File: config.mk
export PLATFORM = sky130hd
export DESIGN_NAME = date_add_days_with_validation
export DESIGN_NICKNAME = d
export VERILOG_FILES = /design/src/rtl/core/dadv_pkg.sv /design/src/rtl/core/date_add_days_with_validation.sv /design/src/rtl/core/dadv_split.sv
export SDC_FILE = /design/constraint.sdc
export NUM_CORES = 2
export LEC_CHECK = 0
export BUFFER_PORTS_ARGS = -buffer_cell sky130_fd_sc_hd__buf_4
export CORE_MARGIN = 2
export CORE_UTILIZATION = 50
export DETAILED_ROUTE_END_ITERATION = 12
export HOLD_SLACK_MARGIN = 0.06
export PLACE_DENSITY = 0.76
export RECOVER_POWER = 25
export SKIP_CTS_REPAIR_TIMING = 1
export SYNTH_ARGS = -nofsm -noshare
export SYNTH_HDL_FRONTEND = slang
export SYNTH_SLANG_ARGS = --single-unit
File: constraint.sdc
create_clock -name clk -period 9.3 [get_ports clk]
set_input_delay 0.465 -clock clk [delete_from_list [all_inputs] [get_ports clk]]
set_output_delay 0.465 -clock clk [all_outputs]
set_load 0.01 [all_outputs]
File: src/rtl/core/dadv_pkg.sv
// Shared widths, codes, reciprocal constants and calendar tables for the date adder.
package dadv_pkg;

  localparam int DW    = 5;
  localparam int MW    = 4;
  localparam int YW    = 14;
  localparam int OFFW  = 23;
  localparam int WDW   = 3;
  localparam int STW   = 2;
  localparam int YSW   = 15;
  localparam int ZW    = 25;
  localparam int YOW   = 17;
  localparam int DOYW  = 9;
  localparam int CFG_IDXW = 1;

  // 30 whole 400-year eras; keeps every day number positive
  localparam logic [YSW-1:0] YEAR_SHIFT   = 15'd12000;
  localparam logic [YW-1:0]  YEAR_MIN_RST = 14'd1902;
  localparam logic [YW-1:0]  YEAR_MAX_RST = 14'd2037;

  localparam int DAYS_ERA = 146097;

  // floor(x / D) == (x * K) >> N whenever x * D < 2**N
  localparam int N_25   = 18;
  localparam int N_ERA  = 43;
  localparam int N_WD   = 28;
  localparam int N_1460 = 29;
  localparam int N_365  = 27;
  localparam int N_100  = 16;
  localparam int N_153  = 19;
  localparam logic [13:0] K_25   = 14'((64'd1 << N_25) / 64'd25 + 64'd1);
  localparam logic [25:0] K_ERA  = 26'((64'd1 << N_ERA) / 64'd146097 + 64'd1);
  localparam logic [25:0] K_WD   = 26'((64'd1 << N_WD) / 64'd7 + 64'd1);
  localparam logic [18:0] K_1460 = 19'((64'd1 << N_1460) / 64'd1460 + 64'd1);
  localparam logic [18:0] K_365  = 19'((64'd1 << N_365) / 64'd365 + 64'd1);
  localparam logic [9:0]  K_100  = 10'((64'd1 << N_100) / 64'd100 + 64'd1);
  localparam logic [11:0] K_153  = 12'((64'd1 << N_153) / 64'd153 + 64'd1);

  typedef enum logic [CFG_IDXW-1:0] {
    REG_YEAR_MIN = 1'b0,
    REG_YEAR_MAX = 1'b1
  } cfg_reg_t;

  typedef enum logic [STW-1:0] {
    ST_OK    = 2'd0,
    ST_YEAR  = 2'd1,
    ST_MONTH = 2'd2,
    ST_DAY   = 2'd3
  } status_t;

  typedef struct packed {
    logic            vld;
    status_t         st;
    logic [ZW-1:0]   z;
  } dadv_beat_t;

  // first day of month, counted from March 1; index 0 is March
  function automatic logic [DOYW-1:0] mstart(input logic [3:0] mp);
    logic [DOYW-1:0] r;
    case (mp)
      4'd0:    r = 9'd0;
      4'd1:    r = 9'd31;
      4'd2:    r = 9'd61;
      4'd3:    r = 9'd92;
      4'd4:    r = 9'd122;
      4'd5:    r = 9'd153;
      4'd6:    r = 9'd184;
      4'd7:    r = 9'd214;
      4'd8:    r = 9'd245;
      4'd9:    r = 9'd275;
      4'd10:   r = 9'd306;
      4'd11:   r = 9'd337;
      default: r = 9'd0;
    endcase
    return r;
  endfunction

  function automatic logic [DW-1:0] mlen(input logic [MW-1:0] m);
    logic [DW-1:0] r;
    case (m)
      4'd1, 4'd3, 4'd5, 4'd7, 4'd8, 4'd10, 4'd12: r = 5'd31;
      4'd4, 4'd6, 4'd9, 4'd11:                    r = 5'd30;
      4'd2:                                       r = 5'd28;
      default:                                    r = 5'd0;
    endcase
    return r;
  endfunction

  function automatic logic [8:0] div25(input logic [12:0] x);
    logic [26:0] p;
    p = 27'(x) * 27'(K_25);
    return p[N_25 +: 9];
  endfunction

endpackage

File: src/rtl/core/date_add_days_with_validation.sv
// Gregorian date plus signed day offset, with input and result validation.
// Throughput: one beat per cycle; busy is low except around reset.
// The receiver cannot stall; every result shows for one cycle with done.
// Synchronous reset clears the pipeline valids and loads year limits 1902..2037.
module date_add_days_with_validation (
  input  logic                              clk,
  input  logic                              rst,
  input  logic                              start,
  output logic                              busy,
  input  logic [dadv_pkg::DW-1:0]           day,
  input  logic [dadv_pkg::MW-1:0]           month,
  input  logic [dadv_pkg::YW-1:0]           year,
  input  logic signed [dadv_pkg::OFFW-1:0]  offset,
  input  logic                              cfg_valid,
  output logic                              cfg_ready,
  input  logic [dadv_pkg::CFG_IDXW-1:0]     cfg_index,
  input  logic [dadv_pkg::YW-1:0]           cfg_data,
  output logic                              done,
  output logic [dadv_pkg::DW-1:0]           new_day,
  output logic [dadv_pkg::MW-1:0]           new_month,
  output logic [dadv_pkg::YW-1:0]           new_year,
  output logic [dadv_pkg::WDW-1:0]          weekday,
  output logic [dadv_pkg::STW-1:0]          status
);
  import dadv_pkg::*;

  logic [YW-1:0]          ymin, ymax;

  logic                   v1, v2, v3, v4;
  logic [DW-1:0]          d1, d2, d3;
  logic [MW-1:0]          m1;
  logic [YW-1:0]          y1, y2, y3;
  logic signed [OFFW-1:0] o1, o2, o3;
  status_t                st2, st3, st4;
  logic [YSW-1:0]         ys2, ys3;
  logic [DOYW-1:0]        dd2, dd3;
  logic [DW-1:0]          lim2, lim3;
  logic                   feb2, feb3;
  logic [8:0]             qa3, qb3, qc3, qd3;
  logic [ZW-1:0]          z4;
  dadv_beat_t             beat;

  status_t                st_s, st4_s;
  logic [3:0]             mp_s;
  logic                   div100_s, div400_s, leap_s;
  logic [DW-1:0]          lim_s;
  logic [ZW-1:0]          z_s;

  assign cfg_ready = !busy;

  always_ff @(posedge clk) begin
    if (rst) begin
      busy <= 1'b1;
      ymin <= YEAR_MIN_RST;
      ymax <= YEAR_MAX_RST;
    end else begin
      busy <= 1'b0;
      if (cfg_valid && cfg_ready) begin
        case (cfg_reg_t'(cfg_index))
          REG_YEAR_MIN: ymin <= cfg_data;
          REG_YEAR_MAX: ymax <= cfg_data;
          default: ;
        endcase
      end
    end
  end

  always_comb begin
    if (y1 > ymax || y1 < ymin) begin
      st_s = ST_YEAR;
    end else if (m1 == 4'd0 || m1 > 4'd12) begin
      st_s = ST_MONTH;
    end else begin
      st_s = ST_OK;
    end
    mp_s = (m1 > 4'd2) ? m1 - 4'd3 : m1 + 4'd9;

    div100_s = (y3[1:0] == 2'b00) && ((y3 >> 2) == YW'(qc3) * YW'(25));
    div400_s = (y3[3:0] == 4'b0000) && ((y3 >> 4) == YW'(qd3) * YW'(25));
    leap_s   = (y3[1:0] == 2'b00) && (!div100_s || div400_s);
    lim_s    = lim3 + DW'(feb3 && leap_s);
    if (st3 != ST_OK) begin
      st4_s = st3;
    end else if (d3 == 5'd0 || d3 > lim_s) begin
      st4_s = ST_DAY;
    end else begin
      st4_s = ST_OK;
    end
    z_s = ZW'(ys3) * ZW'(365) + ZW'(ys3 >> 2) - ZW'(qa3) + ZW'(qb3) + ZW'(dd3) +
          {{(ZW-OFFW){o3[OFFW-1]}}, o3};
  end

  always_ff @(posedge clk) begin
    if (rst) begin
      v1 <= 1'b0;
      v2 <= 1'b0;
      v3 <= 1'b0;
      v4 <= 1'b0;
    end else begin
      v1 <= start && !busy;
      v2 <= v1;
      v3 <= v2;
      v4 <= v3;
    end
  end

  always_ff @(posedge clk) begin
    d1 <= day;
    m1 <= month;
    y1 <= year;
    o1 <= offset;
    // checks, shifted year, day from March 1
    st2  <= st_s;
    ys2  <= YSW'(y1) + YEAR_SHIFT - YSW'(m1 <= 4'd2);
    dd2  <= mstart(mp_s) + DOYW'(d1) - DOYW'(1);
    lim2 <= mlen(m1);
    feb2 <= (m1 == 4'd2);
    y2   <= y1;
    d2   <= d1;
    o2   <= o1;
    // century and 400-year quotients
    st3  <= st2;
    ys3  <= ys2;
    dd3  <= dd2;
    lim3 <= lim2;
    feb3 <= feb2;
    y3   <= y2;
    d3   <= d2;
    o3   <= o2;
    qa3  <= div25(13'(ys2 >> 2));
    qb3  <= div25(13'(ys2 >> 4));
    qc3  <= div25(13'(y2 >> 2));
    qd3  <= div25(13'(y2 >> 4));
    // day number plus offset
    st4 <= st4_s;
    z4  <= z_s;
  end

  assign beat = '{vld: v4, st: st4, z: z4};

  dadv_split u_split (
    .clk       (clk),
    .rst       (rst),
    .beat      (beat),
    .ymin      (ymin),
    .ymax      (ymax),
    .done      (done),
    .new_day   (new_day),
    .new_month (new_month),
    .new_year  (new_year),
    .weekday   (weekday),
    .status    (status)
  );

`ifndef SYNTHESIS
  a_latency: assert property (@(posedge clk) disable iff (rst)
    (start && !busy) |-> ##12 done)
    else $error("accepted beat did not complete in 12 cycles");

  a_err_zero: assert property (@(posedge clk) disable iff (rst)
    (done && status != ST_OK) |->
      (new_day == '0 && new_month == '0 && new_year == '0 && weekday == '0))
    else $error("error result carries nonzero date fields");

  a_ok_range: assert property (@(posedge clk) disable iff (rst)
    (done && status == ST_OK) |->
      (new_month >= 4'd1 && new_month <= 4'd12 && new_day >= 5'd1 && weekday <= 3'd6))
    else $error("ok result has out-of-range date fields");

  a_no_spurious: assert property (@(posedge clk) disable iff (rst)
    done |-> $past(beat.vld, 8))
    else $error("done without a beat in the split pipeline");
`endif

endmodule

File: src/rtl/core/dadv_split.sv
// Day number to calendar date, weekday and final year range check.
module dadv_split (
  input  logic                         clk,
  input  logic                         rst,
  input  dadv_pkg::dadv_beat_t         beat,
  input  logic [dadv_pkg::YW-1:0]      ymin,
  input  logic [dadv_pkg::YW-1:0]      ymax,
  output logic                         done,
  output logic [dadv_pkg::DW-1:0]      new_day,
  output logic [dadv_pkg::MW-1:0]      new_month,
  output logic [dadv_pkg::YW-1:0]      new_year,
  output logic [dadv_pkg::WDW-1:0]     weekday,
  output logic [dadv_pkg::STW-1:0]     status
);
  import dadv_pkg::*;

  logic            v5, v6, v7, v8, v9, v10, v11;
  status_t         st5, st6, st7, st8, st9, st10, st11;

  logic [ZW-1:0]   z5, x5;
  logic [7:0]      era5;
  logic [22:0]     q7_5;
  logic [17:0]     doe6, doe7, doe8, doe9;
  logic [WDW-1:0]  wd6, wd7, wd8, wd9, wd10, wd11;
  logic [YOW-1:0]  yb6, yb7, yb8, yb9, ysh10, ysh11;
  logic [6:0]      q1460_7;
  logic [2:0]      c7;
  logic            e7;
  logic [8:0]      yoe8, yoe9;
  logic [1:0]      q100_9;
  logic [DOYW-1:0] doy10, doy11;
  logic [3:0]      mp11;

  logic [ZW-1:0]   x_s;
  logic [50:0]     pe_s, pw_s;
  logic [36:0]     p1460_s, p365_s;
  logic [17:0]     num_s;
  logic [18:0]     p100_s;
  logic [10:0]     n153_s;
  logic [22:0]     p153_s;
  logic [MW-1:0]   mon_s;
  logic [DW-1:0]   dd_s;
  logic [YOW-1:0]  yres_s;
  logic            inr_s;

  always_comb begin
    x_s     = beat.z + ZW'(3);
    pe_s    = 51'(beat.z) * 51'(K_ERA);
    pw_s    = 51'(x_s) * 51'(K_WD);
    p1460_s = 37'(doe6) * 37'(K_1460);
    num_s   = doe7 - 18'(q1460_7) + 18'(c7) - 18'(e7);
    p365_s  = 37'(num_s) * 37'(K_365);
    p100_s  = 19'(yoe8) * 19'(K_100);
    n153_s  = 11'(doy10) * 11'd5 + 11'd2;
    p153_s  = 23'(n153_s) * 23'(K_153);
    mon_s   = (mp11 < 4'd10) ? mp11 + 4'd3 : mp11 - 4'd9;
    dd_s    = DW'(doy11 - mstart(mp11) + DOYW'(1));
    yres_s  = ysh11 + YOW'(mon_s <= 4'd2);
    inr_s   = (yres_s >= YOW'(ymin) + YOW'(YEAR_SHIFT)) &&
              (yres_s <= YOW'(ymax) + YOW'(YEAR_SHIFT));
  end

  always_ff @(posedge clk) begin
    if (rst) begin
      v5   <= 1'b0;
      v6   <= 1'b0;
      v7   <= 1'b0;
      v8   <= 1'b0;
      v9   <= 1'b0;
      v10  <= 1'b0;
      v11  <= 1'b0;
      done <= 1'b0;
    end else begin
      v5   <= beat.vld;
      v6   <= v5;
      v7   <= v6;
      v8   <= v7;
      v9   <= v8;
      v10  <= v9;
      v11  <= v10;
      done <= v11;
    end
  end

  always_ff @(posedge clk) begin
    // era and weekday quotients
    st5  <= beat.st;
    z5   <= beat.z;
    x5   <= x_s;
    era5 <= pe_s[N_ERA +: 8];
    q7_5 <= pw_s[N_WD +: 23];
    // day of era
    st6  <= st5;
    doe6 <= 18'(z5 - ZW'(era5) * ZW'(DAYS_ERA));
    wd6  <= WDW'(x5 - ZW'(q7_5) * ZW'(7));
    yb6  <= YOW'(era5) * YOW'(400);
    // leap corrections
    st7     <= st6;
    doe7    <= doe6;
    wd7     <= wd6;
    yb7     <= yb6;
    q1460_7 <= p1460_s[N_1460 +: 7];
    c7      <= 3'(doe6 >= 18'd36524) + 3'(doe6 >= 18'd73048) +
               3'(doe6 >= 18'd109572) + 3'(doe6 >= 18'd146096);
    e7      <= (doe6 == 18'd146096);
    // year of era
    st8  <= st7;
    doe8 <= doe7;
    wd8  <= wd7;
    yb8  <= yb7;
    yoe8 <= p365_s[N_365 +: 9];
    // century count
    st9    <= st8;
    doe9   <= doe8;
    wd9    <= wd8;
    yb9    <= yb8;
    yoe9   <= yoe8;
    q100_9 <= p100_s[N_100 +: 2];
    // day of year from March 1
    st10  <= st9;
    wd10  <= wd9;
    doy10 <= DOYW'(doe9 - (18'(yoe9) * 18'd365 + 18'(yoe9 >> 2) - 18'(q100_9)));
    ysh10 <= yb9 + YOW'(yoe9);
    // month index
    st11  <= st10;
    wd11  <= wd10;
    doy11 <= doy10;
    ysh11 <= ysh10;
    mp11  <= p153_s[N_153 +: 4];
    // result
    if (st11 == ST_OK && inr_s) begin
      new_day   <= dd_s;
      new_month <= mon_s;
      new_year  <= YW'(yres_s - YOW'(YEAR_SHIFT));
      weekday   <= wd11;
      status    <= ST_OK;
    end else begin
      new_day   <= '0;
      new_month <= '0;
      new_year  <= '0;
      weekday   <= '0;
      status    <= (st11 == ST_OK) ? ST_YEAR : st11;
    end
  end

endmodule

==> metrics.csv <==
stage,metric,value,unit
synth,yosysWarningCount,0,
sta,period_share,94.2,%
cells_and_area,layout.cells.most_common_list,"inv_1 (1507), ha_1 (1494), fa_1 (913), dfxtp_1 (574), xnor2_1 (241)",
sta,slew_headroom,-44.1,%
run,max_cap_viol_count,1,
synth,postSynthAreaPerCell,10.6,um2
worst_hold_path,number_of_instances_on_the_worst_hold_path,2,
sta,setup_viol_count_final,0,
setup_path,critPathMaxStageDelay,0.55,ns
detailed_routing,detail-route-antenna-nets,0,
setup_path,crit-reg2reg-launch,u_split.e7,
placement,place.gp.congestion,0.920,
cells_and_area,area_added_between_synthesis_and_finish,8.63,%
floorplanning,design.portCount,96,
synth,synthDistinctLibCells,70,
synth,synth_async_sr_flop_share,0,%
clock_tree,insertion_delay,0.65,ns
sta,fmax_achieved,0.114,GHz
sta,fin_worst_skew,0.0344,ns
setup_path,r2r_end,u_split.yoe8[8],
clock_tree,cts_tree,done,
setup_path,cp.required,9.82,ns
setup_path,crit_path_max_fanout,5,
detailed_routing,drtPass1Iterations,5,
setup_path,path_common_cell,fa_1,
synth,syn-cell-area,0.0637,mm2
synth,ys.flop_type,dfxtp_1,
worst_hold_path,worstHoldEndpoint,ymin[3],
sta,setup_total_negative_slack,0,ns
floorplanning,die_w,361,um
global_route,globalRouteOverflowTotal,0,
clock_tree,cts_htree_levels,2,
floorplanning,die_height,361,um
sta,setup_ws,0.535,ns
placement,numPortBuffers,95,
detailed_routing,routedWlPerCell,17.2,um
status,failed_checks,"capacitance limit, slew limit",
cells_and_area,mostFrequentLayoutCell,inv_1,
cells_and_area,layout.nets,8680,
sta,grt_setup_unrepaired,false,
global_route,grt_start_max_net_pins,42,
setup_path,worst-setup-path-type,flop to flop,
clock_tree,cts.sinks,574,
worst_hold_path,min_path_type,input pin to flop,
setup_path,worst-r2r-cell-count,35,
setup_path,critical_path.slowest_cell,fa_1,
detailed_routing,avgViaCountPerCell,5.16,
detailed_routing,drtIter0Drc,1946,
setup_path,critPathArrivalTime,9.28,ns
global_route,via_count_of_the_first_global_routing_pass,44500,
worst_hold_path,hp-start,cfg_data[3],
placement,inst_count_dp,7756,
clock_tree,clockRootBuffer,clkbuf_16,
detailed_routing,routed_wirelength,136000,um
sta,final_max_slew_viols,42,
cells_and_area,drive_above_1_share,4.13,%
floorplanning,start_util,50.2,%
floorplanning,fp-row-count,131,
synth,synth-edff-count,0,
synth,mappedNetlistNets,8462,
placement,dpl_worst_slack,0.331,ns
detailed_routing,route.detailed.drc,0,
sta,finalHoldViolations,0,
global_route,grt_pass1_wl,227000,um
status,status,"finished, violations left",
floorplanning,fp.coreArea,0.127,mm2
cells_and_area,final_cell_count_no_fill,7918,
setup_path,crit_path_start_kind,flop,
synth,synth-seq-area-share,18.0,%
sta,max_slew.worst_pin.slew,2.16,ns
detailed_routing,num_vias,40800,
global_route,grt_usage,21.7,%
placement,hpwlAfterDp,116000,um
clock_tree,cts_made_buffers,58,
setup_path,r2r_setup_slack,0.53,ns
sta,final_period_minus_worst_setup_slack,8.77,ns
synth,syn-instance-count,5990,
clock_tree,cts.clk_slew.worst_paths,0.06,ns
clock_tree,clockBufferDepth,3,
floorplanning,die-area,0.130,mm2
setup_path,critPathCaptureType,flop,
synth,synth_seq_cells,574,
global_route,grt_antenna_before_repair,13,
flip-flops by register name, indices dropped and copies added (netlist names), 17 cells and up, named ones only:
| register | cells |
|---|---|
| u_split.z5 | 18 |
| o1 | 23 |
| u_split.doe6 | 18 |
| z4 | 25 |
| o2 | 23 |
| u_split.doe7 | 18 |
| o3 | 23 |
| u_split.ysh10 | 17 |
| u_split.ysh11 | 17 |
logic make-up (layout without fill, tap and decap cells):
group	Yosys count	after routing	share of synthesized area [%]
buf+inv	1528	1790	9.00
compound gates	565	565	6.00
other cells	0	4	0
mux	7	7	0.114
simple gates	599	599	4.59
xor+xnor	310	310	4.28
fa+ha+maj	2407	2407	58.0
flops	574	574	18.0
cell usage after synthesis, drive strengths merged, types with 4 or more instances:
cell type,instances,area [um2]
o31a,6,52.6
o211ai,18,135
a21o,91,683
and2,10,62.6
nor3,69,367
o311ai,4,35.0
ha,1494,18700
o21bai,23,173
or3,16,105
o21ai,89,445
nand3,68,340
o2111ai,8,70.1
nand3b,5,37.5
or2,11,68.8
xnor2,241,2110
mux2i,5,50.1
a21boi,9,67.6
a2111oi,14,135
fa,913,18300
a21oi,159,803
a31oi,11,83.8
a211o,26,228
nand4,31,194
nand2b,22,138
a31o,6,52.6
clkbuf,20,75.1
inv,1507,5660
and4,4,35.0
dfxtp,574,11500
nand2,135,507
o211a,4,40.0
nor4,7,43.8
o21a,35,263
a311oi,4,35.0
o41ai,4,61.3
and3,29,181
a41o,5,50.1
nor2b,36,225
xor2,68,596
o31ai,8,65.1
a211oi,24,180
nor2,148,556
worst max path at each step:
stage	start	to	cells past startpoint	slack [ns]
after floorplan	u_split.e7	u_split.yoe8[8]	35	0.53
after global placement	u_split.e7	u_split.yoe8[8]	35	0.47
after detailed placement	u_split.e7	u_split.yoe8[8]	35	0.33
after CTS	u_split.e7	u_split.yoe8[8]	35	0.31
after global routing	u_split.e7	u_split.yoe8[8]	35	0.01
final	u_split.e7	u_split.yoe8[8]	35	0.53
worst max-delay path, delay by kind of cell, from the launching register on:
| family | cells | cell delay (ns) |
|---|---|---|
| compound gates | 11 | 1.58 |
| buf+inv | 6 | 0.33 |
| fa+ha+maj | 11 | 4.52 |
| xor+xnor | 3 | 1.05 |
| simple gates | 4 | 0.84 |
| flops | 1 | 0.31 |
routing by layer:
| layer | track usage, % | vias to the layer above | part of all wire, % |
|---|---|---|---|
| li1 | - | 19500 | - |
| met1 | 28.4 | 20300 | 43 |
| met2 | 38.1 | 818 | 49 |
| met3 | 2.77 | 213 | 5.0 |
| met4 | 5.05 | 8 | 2.3 |
| met5 | 0 | - | 0.035 |
through the flow:
step,util (%),hold WS (ns),area [um2]
finish,54.5,0.0699,69300
global route,54.5,0.0636,69300
CTS,54.1,-0.127,68700
detailed placement,52.5,0.312,66700
global placement,52.5,0.310,66700
floorplan,-,0.310,63700
layout make-up:
cell class,count,area [um2]
Antenna cell,4,10.0
Clock buffer,75,1610
Clock inverter,29,388
Fill cell,10700,57800
Inverter,1507,5660
Multi-Input combinational cell,3888,46500
Sequential cell,574,11500
Tap cell,1662,2080
Timing Repair Buffer,179,1480
Power is not shown: default switching activity piles up to over one toggle a cycle in this logic, so the estimate is an artifact.
